### config.mk
export PLATFORM = sky130hd
export DESIGN_NAME = mode_selectable_stack_queue_core_flat
export DESIGN_NICKNAME = d
export VERILOG_FILES = /design/src/hdl/msq_pkg.sv /design/src/hdl/msq_req_if.sv /design/src/hdl/msq_rsp_if.sv /design/src/hdl/msq_cell.sv /design/src/hdl/mode_selectable_stack_queue_core.sv /design/src/flat_wrapper.sv
export SDC_FILE = /design/constraint.sdc
export NUM_CORES = 2
export LEC_CHECK = 0
export BUFFER_PORTS_ARGS = -buffer_cell sky130_fd_sc_hd__buf_2
export CORE_MARGIN = 1
export CORE_UTILIZATION = 25
export DETAILED_ROUTE_END_ITERATION = 10
export GPL_TIMING_DRIVEN = 0
export PLACE_DENSITY = 0.44
export SLEW_MARGIN = 30
export SYNTH_ARGS = -nofsm -noshare
export SYNTH_HDL_FRONTEND = slang
export SYNTH_SLANG_ARGS = --single-unit
### constraint.sdc
create_clock -name clock -period 15.22 [get_ports clock]
set_input_delay 2.283 -clock clock [delete_from_list [all_inputs] [get_ports clock]]
set_output_delay 2.283 -clock clock [all_outputs]
set_load 0.005 [all_outputs]
### src/hdl/msq_pkg.sv
// ----------------------------------------------------------------------------
// msq_pkg
// Shared types and constants for the mode selectable stack/queue core.
// ----------------------------------------------------------------------------
package msq_pkg;

   localparam int DEPTH    = 32;
   localparam int IDX_W    = $clog2(DEPTH);
   localparam int CNT_W    = $clog2(DEPTH + 1);
   localparam int ELEM_W   = 32;
   localparam int COUNT_W  = 6;
   localparam int STATUS_W = 2;
   localparam int ACTION_W = 2;
   localparam int MODE_W   = 2;

   typedef enum logic [ACTION_W-1:0] {
      ACT_ADD    = 2'd0,
      ACT_REMOVE = 2'd1,
      ACT_WALK   = 2'd2,
      ACT_CLEAR  = 2'd3
   } action_type;

   typedef enum logic [STATUS_W-1:0] {
      ST_OK    = 2'd0,
      ST_EMPTY = 2'd1,
      ST_FULL  = 2'd2
   } status_type;

   typedef enum logic [1:0] {
      OP_HOLD       = 2'd0,
      OP_FROM_LEFT  = 2'd1,
      OP_FROM_RIGHT = 2'd2,
      OP_LOAD       = 2'd3
   } cell_op_type;

   typedef enum logic {
      S_IDLE = 1'b0,
      S_WALK = 1'b1
   } state_type;

   typedef struct packed {
      cell_op_type op;
      logic        at_tail;
      logic        at_fill;
   } cell_ctl_type;

endpackage

### src/hdl/msq_req_if.sv
// ----------------------------------------------------------------------------
// msq_req_if
// Request channel: action and value with valid/ready handshake.
// ----------------------------------------------------------------------------
interface msq_req_if;
   logic                              valid;
   logic                              ready;
   logic [msq_pkg::ACTION_W-1:0]      action;
   logic signed [msq_pkg::ELEM_W-1:0] value;

   modport source (output valid, output action, output value, input ready);
   modport sink   (input valid, input action, input value, output ready);
endinterface

### src/hdl/msq_rsp_if.sv
// ----------------------------------------------------------------------------
// msq_rsp_if
// Response channel: element, count, status and last with valid/ready handshake.
// ----------------------------------------------------------------------------
interface msq_rsp_if;
   logic                              valid;
   logic                              ready;
   logic signed [msq_pkg::ELEM_W-1:0] element;
   logic [msq_pkg::COUNT_W-1:0]       count;
   logic [msq_pkg::STATUS_W-1:0]      status;
   logic                              last;

   modport source (output valid, output element, output count, output status,
                   output last, input ready);
   modport sink   (input valid, input element, input count, input status,
                   input last, output ready);
endinterface

### src/hdl/msq_cell.sv
// ----------------------------------------------------------------------------
// msq_cell
// One storage cell of the chain; shifts, rotates or loads one element.
// ----------------------------------------------------------------------------
module msq_cell (
   input  logic                         clock,
   input  msq_pkg::cell_ctl_type        ctl,
   input  logic [msq_pkg::ELEM_W-1:0]   left_in,
   input  logic [msq_pkg::ELEM_W-1:0]   right_in,
   input  logic [msq_pkg::ELEM_W-1:0]   wrap_in,
   input  logic [msq_pkg::ELEM_W-1:0]   load_in,
   output logic [msq_pkg::ELEM_W-1:0]   data_out
);

   logic [msq_pkg::ELEM_W-1:0] data_ff;
   logic [msq_pkg::ELEM_W-1:0] data_in;

   always_comb begin
      data_in = data_ff;
      case (ctl.op)
         msq_pkg::OP_HOLD:       data_in = data_ff;
         msq_pkg::OP_FROM_LEFT:  data_in = left_in;
         msq_pkg::OP_FROM_RIGHT: data_in = ctl.at_tail ? wrap_in : right_in;
         msq_pkg::OP_LOAD:       data_in = ctl.at_fill ? load_in : data_ff;
         default:                data_in = data_ff;
      endcase
   end

   always_ff @(posedge clock) begin
      data_ff <= data_in;
   end

   assign data_out = data_ff;

endmodule

### src/hdl/mode_selectable_stack_queue_core.sv
// ----------------------------------------------------------------------------
// mode_selectable_stack_queue_core
// Bounded double-ended store built as a row of cells; mode picks the add and
// remove ends so the block acts as a stack or a queue.
// ----------------------------------------------------------------------------
//  channel | direction | transaction
//  req     | in        | action, value
//  rsp     | out       | element, count, status, last
//  csr     | in        | order_mode write (csr_we, csr_wdata)
//
//  add, remove, clear and an empty walk give a single response; a walk of n
//  elements gives n results after the accepting cycle, as the chain rotates
//  one cell per cycle while the response register is free and is restored at the end. req is held
//  off during a walk and while the response register is full and not being
//  taken. reset is synchronous and clears count, mode, state and response
//  valid; cell contents are not reset.
module mode_selectable_stack_queue_core (
   input  logic                         clock,
   input  logic                         reset,
   input  logic                         csr_we,
   input  logic [msq_pkg::MODE_W-1:0]   csr_wdata,
   msq_req_if.sink                      req_bus,
   msq_rsp_if.source                    rsp_bus
);

   localparam int DEPTH = msq_pkg::DEPTH;
   localparam int CNT_W = msq_pkg::CNT_W;
   localparam int IDX_W = msq_pkg::IDX_W;
   localparam int EW    = msq_pkg::ELEM_W;

   logic [msq_pkg::MODE_W-1:0]     mode_ff;
   logic [CNT_W-1:0]               count_ff, count_in;
   logic [CNT_W-1:0]               pos_ff, pos_in;
   msq_pkg::state_type             state_ff, state_in;
   logic                           rsp_valid_ff, rsp_valid_in;
   logic [EW-1:0]                  rsp_elem_ff, rsp_elem_in;
   logic [CNT_W-1:0]               rsp_count_ff, rsp_count_in;
   msq_pkg::status_type            rsp_status_ff, rsp_status_in;
   logic                           rsp_last_ff, rsp_last_in;

   logic [EW-1:0]                  cell_q [DEPTH];
   msq_pkg::cell_ctl_type          cell_ctl [DEPTH];
   msq_pkg::cell_op_type           op;
   logic [EW-1:0]                  head_left;
   logic [EW-1:0]                  tail_data;
   logic [IDX_W-1:0]               tail_idx;
   logic                           add_rear, rem_rear, out_free, accept;

   assign add_rear  = mode_ff[0];
   assign rem_rear  = mode_ff[1];
   assign out_free  = !rsp_valid_ff || rsp_bus.ready;
   assign tail_idx  = IDX_W'(count_ff - CNT_W'(1));
   assign tail_data = cell_q[tail_idx];
   assign req_bus.ready = (state_ff == msq_pkg::S_IDLE) && out_free;
   assign accept    = req_bus.valid && req_bus.ready;
   assign head_left = (state_ff == msq_pkg::S_WALK) ? tail_data : req_bus.value;

   // cell row
   for (genvar i = 0; i < DEPTH; i++) begin : g_cell
      logic [EW-1:0] left_v, right_v;
      if (i == 0) begin : g_first
         assign left_v = head_left;
      end else begin : g_mid_l
         assign left_v = cell_q[i-1];
      end
      if (i == DEPTH - 1) begin : g_last
         assign right_v = '0;
      end else begin : g_mid_r
         assign right_v = cell_q[i+1];
      end
      assign cell_ctl[i].op      = op;
      assign cell_ctl[i].at_tail = (CNT_W'(i + 1) == count_ff);
      assign cell_ctl[i].at_fill = (CNT_W'(i) == count_ff);

      msq_cell u_cell (
         .clock    (clock),
         .ctl      (cell_ctl[i]),
         .left_in  (left_v),
         .right_in (right_v),
         .wrap_in  (cell_q[0]),
         .load_in  (req_bus.value),
         .data_out (cell_q[i])
      );
   end

   always_comb begin
      op            = msq_pkg::OP_HOLD;
      count_in      = count_ff;
      pos_in        = pos_ff;
      state_in      = state_ff;
      rsp_valid_in  = rsp_valid_ff && !rsp_bus.ready;
      rsp_elem_in   = rsp_elem_ff;
      rsp_count_in  = rsp_count_ff;
      rsp_status_in = rsp_status_ff;
      rsp_last_in   = rsp_last_ff;
      case (state_ff)
         msq_pkg::S_IDLE: begin
            if (accept) begin
               rsp_valid_in  = 1'b1;
               rsp_elem_in   = '0;
               rsp_status_in = msq_pkg::ST_OK;
               rsp_last_in   = 1'b1;
               case (req_bus.action)
                  msq_pkg::ACT_ADD: begin
                     if (count_ff == CNT_W'(DEPTH)) begin
                        rsp_status_in = msq_pkg::ST_FULL;
                     end else begin
                        op       = add_rear ? msq_pkg::OP_LOAD : msq_pkg::OP_FROM_LEFT;
                        count_in = count_ff + CNT_W'(1);
                     end
                  end
                  msq_pkg::ACT_REMOVE: begin
                     if (count_ff == '0) begin
                        rsp_status_in = msq_pkg::ST_EMPTY;
                     end else begin
                        rsp_elem_in = rem_rear ? tail_data : cell_q[0];
                        op          = rem_rear ? msq_pkg::OP_HOLD : msq_pkg::OP_FROM_RIGHT;
                        count_in    = count_ff - CNT_W'(1);
                     end
                  end
                  msq_pkg::ACT_WALK: begin
                     pos_in = '0;
                     if (count_ff == '0) begin
                        rsp_status_in = msq_pkg::ST_EMPTY;
                     end else begin
                        rsp_valid_in = 1'b0;
                        state_in     = msq_pkg::S_WALK;
                     end
                  end
                  msq_pkg::ACT_CLEAR: begin
                     count_in = '0;
                  end
                  default: begin
                     count_in = count_ff;
                  end
               endcase
               rsp_count_in = count_in;
            end
         end
         msq_pkg::S_WALK: begin
            if (out_free) begin
               // rotate one cell; the row is back in place after count steps
               op            = add_rear ? msq_pkg::OP_FROM_LEFT : msq_pkg::OP_FROM_RIGHT;
               rsp_valid_in  = 1'b1;
               rsp_elem_in   = add_rear ? tail_data : cell_q[0];
               rsp_count_in  = count_ff;
               rsp_status_in = msq_pkg::ST_OK;
               rsp_last_in   = (pos_ff + CNT_W'(1) == count_ff);
               pos_in        = pos_ff + CNT_W'(1);
               if (pos_ff + CNT_W'(1) == count_ff) begin
                  state_in = msq_pkg::S_IDLE;
               end
            end
         end
         default: begin
            state_in = msq_pkg::S_IDLE;
         end
      endcase
   end

   always_ff @(posedge clock) begin
      if (reset) begin
         state_ff     <= msq_pkg::S_IDLE;
         count_ff     <= '0;
         pos_ff       <= '0;
         mode_ff      <= '0;
         rsp_valid_ff <= 1'b0;
      end else begin
         state_ff     <= state_in;
         count_ff     <= count_in;
         pos_ff       <= pos_in;
         rsp_valid_ff <= rsp_valid_in;
         if (csr_we) begin
            mode_ff <= csr_wdata;
         end
      end
   end

   always_ff @(posedge clock) begin
      rsp_elem_ff   <= rsp_elem_in;
      rsp_count_ff  <= rsp_count_in;
      rsp_status_ff <= rsp_status_in;
      rsp_last_ff   <= rsp_last_in;
   end

   assign rsp_bus.valid   = rsp_valid_ff;
   assign rsp_bus.element = rsp_elem_ff;
   assign rsp_bus.count   = msq_pkg::COUNT_W'(rsp_count_ff);
   assign rsp_bus.status  = rsp_status_ff;
   assign rsp_bus.last    = rsp_last_ff;

endmodule

### src/flat_wrapper.sv
// flat-port wrapper written by rule: the top's interface ports become plain ports
module mode_selectable_stack_queue_core_flat 
  (clock, reset, csr_we, csr_wdata, req_bus_valid, req_bus_action, req_bus_value, req_bus_ready, rsp_bus_valid, rsp_bus_element, rsp_bus_count, rsp_bus_status, rsp_bus_last, rsp_bus_ready);
  msq_req_if req_bus_i ();
  msq_rsp_if rsp_bus_i ();
  input  logic clock;
  input  logic reset;
  input  logic csr_we;
  input  logic [msq_pkg::MODE_W-1:0] csr_wdata;
  input wire logic [$bits(req_bus_i.valid)-1:0] req_bus_valid;
  input wire logic [$bits(req_bus_i.action)-1:0] req_bus_action;
  input wire logic [$bits(req_bus_i.value)-1:0] req_bus_value;
  output wire logic [$bits(req_bus_i.ready)-1:0] req_bus_ready;
  output wire logic [$bits(rsp_bus_i.valid)-1:0] rsp_bus_valid;
  output wire logic [$bits(rsp_bus_i.element)-1:0] rsp_bus_element;
  output wire logic [$bits(rsp_bus_i.count)-1:0] rsp_bus_count;
  output wire logic [$bits(rsp_bus_i.status)-1:0] rsp_bus_status;
  output wire logic [$bits(rsp_bus_i.last)-1:0] rsp_bus_last;
  input wire logic [$bits(rsp_bus_i.ready)-1:0] rsp_bus_ready;
  assign req_bus_i.valid = req_bus_valid;
  assign req_bus_i.action = req_bus_action;
  assign req_bus_i.value = req_bus_value;
  assign req_bus_ready = req_bus_i.ready;
  assign rsp_bus_valid = rsp_bus_i.valid;
  assign rsp_bus_element = rsp_bus_i.element;
  assign rsp_bus_count = rsp_bus_i.count;
  assign rsp_bus_status = rsp_bus_i.status;
  assign rsp_bus_last = rsp_bus_i.last;
  assign rsp_bus_i.ready = rsp_bus_ready;
  mode_selectable_stack_queue_core u_core (.clock(clock), .reset(reset), .csr_we(csr_we), .csr_wdata(csr_wdata), .req_bus(req_bus_i), .rsp_bus(rsp_bus_i));
endmodule
==> flow_metrics.tcl <==
set metrics [dict create \
    port-buffer-count 83 \
    cts_setup_buffers 0 \
    dp_hpwl_mm 385 \
    worst-path-max-fanout 11 \
    post_drt_via_cell_ratio 6.29 \
    drt_iter0_drc 12372 \
    setup_clock_skew_after_layout_ps 23.8 \
    reg2reg_slack_ps 7300 \
    cell_area_reported_after_detailed_placement_sq_um 76900 \
    layout_cell_share_with_drive_strength_beyond_1_pct 16.6 \
    cts_max_level 4 \
    ctsHoldBuffers 0 \
    synth-seq-cells 1081 \
    clk_pin_slew_ps 60 \
    finalWorstSetupSlack_ps 7300 \
    critPathBufInv 9 \
    cts_repair_resize_count 0 \
    criticalPathCategory "reg -> reg" \
    period_needed_ps 7920 \
    grt_start_max_net_pins 23 \
    holdCritPathClass "reg -> reg" \
    unique_cell_type_count_in_the_yosys_netlist 58 \
    cpLargestDelayFamily "buffers and inverters" \
    setup-tns-final_ps 0 \
    yosys_most_used_dff "sky130_fd_sc_hd__edfxtp_1" \
    vias 68867 \
    number_of_clock_buffers_inserted_by_tritoncts 144 \
    grt_pass1_vias 63224 \
    whs_path_depth 2 \
    tritoncts "yes" \
    grt_pass1_wl_mm 610 \
    reg2reg_depth 16 \
    finalPower_mw 10.1 \
    gr-usage-all-layers_pct 32.7 \
    final.period_utilization_pct 52.0 \
    regToRegEndpoint "u_core.rsp_bus.element[20]" \
    outcome "finished clean" \
    slew_violations 0 \
    max-vdd-ir-drop_mv 0.124 \
    globalRoute.totalOverflow 0 \
    grt_setup_unrepaired "no" \
    clk_root_buffer_cell "sky130_fd_sc_hd__clkbuf_16" \
    holdCritStartpoint "u_core.pos_ff[5]" \
    holdPathEnd "u_core.pos_ff[5]" \
    slew-limit-headroom_pct 15.2 \
    endpoint_kind "flop" \
    ant_nets 0 \
    synth_edf_count 1065 \
    synth_cells 6782 \
    r2r_start "u_core.count_ff[0]" \
    finalWeightedCongestion 1.11 \
    cts_max_path_buffers 3 \
    synth-warning-count 0 \
    floorplan.die.height_um 530 \
    total_leakage_power_nw 31.0 \
    initial_antenna_violation_count 70 \
    critPathArrivalTime_ps 8490 \
    async_set_or_reset_register_ratio_after_synthesis_pct 0 \
    design_area_sq_um 81500 \
    timing.critical_path.from "u_core.count_ff[0]" \
    avgRoutedWirePerCell_um 43.3 \
    syn_to_final_growth_pct 17.1 \
    critical-path-max-stage-delay_ps 890 \
    wirelength_mm 473 \
    max_slew.worst_pin.slew_ps 1260 \
    multiInputGateArea_sq_um 34000 \
    synth.cell_area_sq_um 69600 \
    synth_nets 6833 \
    i_o_pins 84 \
    numClockSinks 1081 \
    critical_path.slowest_cell "sky130_fd_sc_hd__buf_2" \
    clock_latency_ps 850 \
    final-setup-viol-count 0 \
    syn_area_per_cell_sq_um 10.3 \
    dr.pass1.iters 8 \
    final_net_count 7138 \
    coreArea_sq_um 277000 \
    dp_worst_setup_slack_ps 7750 \
    register_area_sq_um 32300 \
    element_type_at_the_critical_path_start "flop" \
    design.die.area_sq_um 281000 \
    drv_cap 0 \
    nFillCells 29053 \
    final_hold_viol_count 0 \
    dieWidth_um 530 \
    cp_required_ps 15790 \
    power.density_cell_area_nw_per_um2 124 \
    row_count 193 \
    path_cells "buf_2 > buf_4 > buf_4 > buf_2 > buf_4 > inv_1 > ha_1 > clkbuf_1 > buf_2 > clkbuf_4 > mux4_2 > mux2i_2 > o21ai_0 > nand4_1 > a21oi_1 > a211o_1" \
    clock.fmax_mhz 126 \
    drc_errors 0 \
    synth-seq-area-share_pct 46.4 \
    initial_utilization_pct 25.1 \
]
-- cells by family after synthesis --
group | share of synthesized area, %
AO/OA/AOI/OAI | 25.2
flip-flops | 46.4
AND/OR/NAND/NOR | 12.3
multiplexers | 10.2
XOR/XNOR | 0.187
buffers and inverters | 5.51
adder cells (fa/ha/maj) | 0.180
-- state kept, by name, summed over array words and instances, names as in the netlist --
signal                         cells
u_core.rsp_bus.status              2
u_core.count_ff                    6
u_core.pos_ff                      6
u_core.rsp_bus.count               6
u_core.rsp_bus.element            32
u_core.rsp_bus.last                1
u_core.mode_ff                     2
u_core.rsp_bus.valid               1
u_core.g_cell.u_cell.data_out   1024
u_core.state_ff                    1
-- through the flow --
stage               util [%]  hold WS (ps)  std cells
detailed placement      27.8           498      10646
CTS                     29.4           511      10903
global route            29.4           569      10906
global placement        27.0           521      10570
floorplan                  -           476       6782
finish                  29.5           509      10943
-- cell usage after synthesis, drive strengths merged (5+ instances only) --
cell type | number | area share [%]
a211o | 10 | 0.13
a211oi | 5 | 0.061
a21o | 929 | 10
a21oi | 57 | 0.41
a221o | 33 | 0.47
a22o | 23 | 0.29
a22oi | 37 | 0.40
a2bb2oi | 32 | 0.40
a311oi | 928 | 12
and2 | 24 | 0.22
and3 | 14 | 0.13
buf | 392 | 2.8
clkbuf | 498 | 2.7
dfxtp | 16 | 0.46
edfxtp | 1065 | 46
ha | 10 | 0.18
inv | 9 | 0.049
mux2 | 45 | 0.73
mux2i | 33 | 0.47
mux4 | 278 | 9.0
nand2 | 1953 | 11
nand2b | 6 | 0.054
nand3 | 25 | 0.18
nand4 | 10 | 0.090
nor2 | 136 | 0.74
nor2b | 8 | 0.072
nor3 | 28 | 0.20
o211ai | 5 | 0.068
o21ai | 75 | 0.54
o22ai | 56 | 0.50
xnor2 | 12 | 0.16
-- worst max path at each step --
stage | end | slack (ps) | depth (start not counted)
after global placement | u_core.g_cell[24].u_cell.data_out[6] | 4810 | 14
after global routing | u_core.rsp_bus.element[20] | 7390 | 16
after CTS | u_core.rsp_bus.element[20] | 7730 | 16
after floorplan | u_core.g_cell[0].u_cell.data_out[0] | 9260 | 10
final | u_core.rsp_bus.element[20] | 7300 | 16
after detailed placement | u_core.rsp_bus.element[20] | 7750 | 16
-- metal layers --
layer | global-route usage (%) | wire (um)
met5 | 0 | 322
met1 | 41.8 | 182000
met3 | 11.6 | 62600
met4 | 19.2 | 32500
met2 | 47.2 | 196000
-- final cells by class --
cell class | instances | area share [%]
Antenna cell | 40 | 0.123
Buffer | 890 | 4.83
Clock buffer | 189 | 4.88
Clock inverter | 68 | 0.611
Inverter | 9 | 0.0414
Multi-Input combinational cell | 4802 | 41.7
Sequential cell | 1081 | 39.6
Tap cell | 3705 | 5.69
Timing Repair Buffer | 159 | 2.52
-- cells in the final DEF (no fill, tap or decap), types with 31 or more instances in the layout --
cell type                   instances
sky130_fd_sc_hd__a22oi_1           37
sky130_fd_sc_hd__buf_16            37
sky130_fd_sc_hd__a21o_1           929
sky130_fd_sc_hd__clkinv_1          32
sky130_fd_sc_hd__clkbuf_1         444
sky130_fd_sc_hd__o22ai_1           56
sky130_fd_sc_hd__mux4_2           278
sky130_fd_sc_hd__diode_2           40
sky130_fd_sc_hd__a2bb2oi_1         31
sky130_fd_sc_hd__o21ai_0           74
sky130_fd_sc_hd__buf_2            439
sky130_fd_sc_hd__nand2_1         1953
sky130_fd_sc_hd__clkbuf_2          87
sky130_fd_sc_hd__nor2_1           129
sky130_fd_sc_hd__a221o_1           33
sky130_fd_sc_hd__clkbuf_16        153
sky130_fd_sc_hd__a21oi_4           31
sky130_fd_sc_hd__edfxtp_1        1065
sky130_fd_sc_hd__mux2_2            45
sky130_fd_sc_hd__a311oi_1         924
-- power by group --
group / leakage [nW] / switching (mW) / internal (mW)
Sequential: 10.0 / 0.285 / 3.65
Combinational: 18.8 / 1.88 / 0.827
Clock: 2.19 / 1.53 / 1.95
-- tightest hold or removal path, cell delays in order, from the launching register on --
cell                      delay [ps]
sky130_fd_sc_hd__dfxtp_1         340
sky130_fd_sc_hd__a21oi_1          70
sky130_fd_sc_hd__nor2_1           70
(Power assumes the default switching activity.)
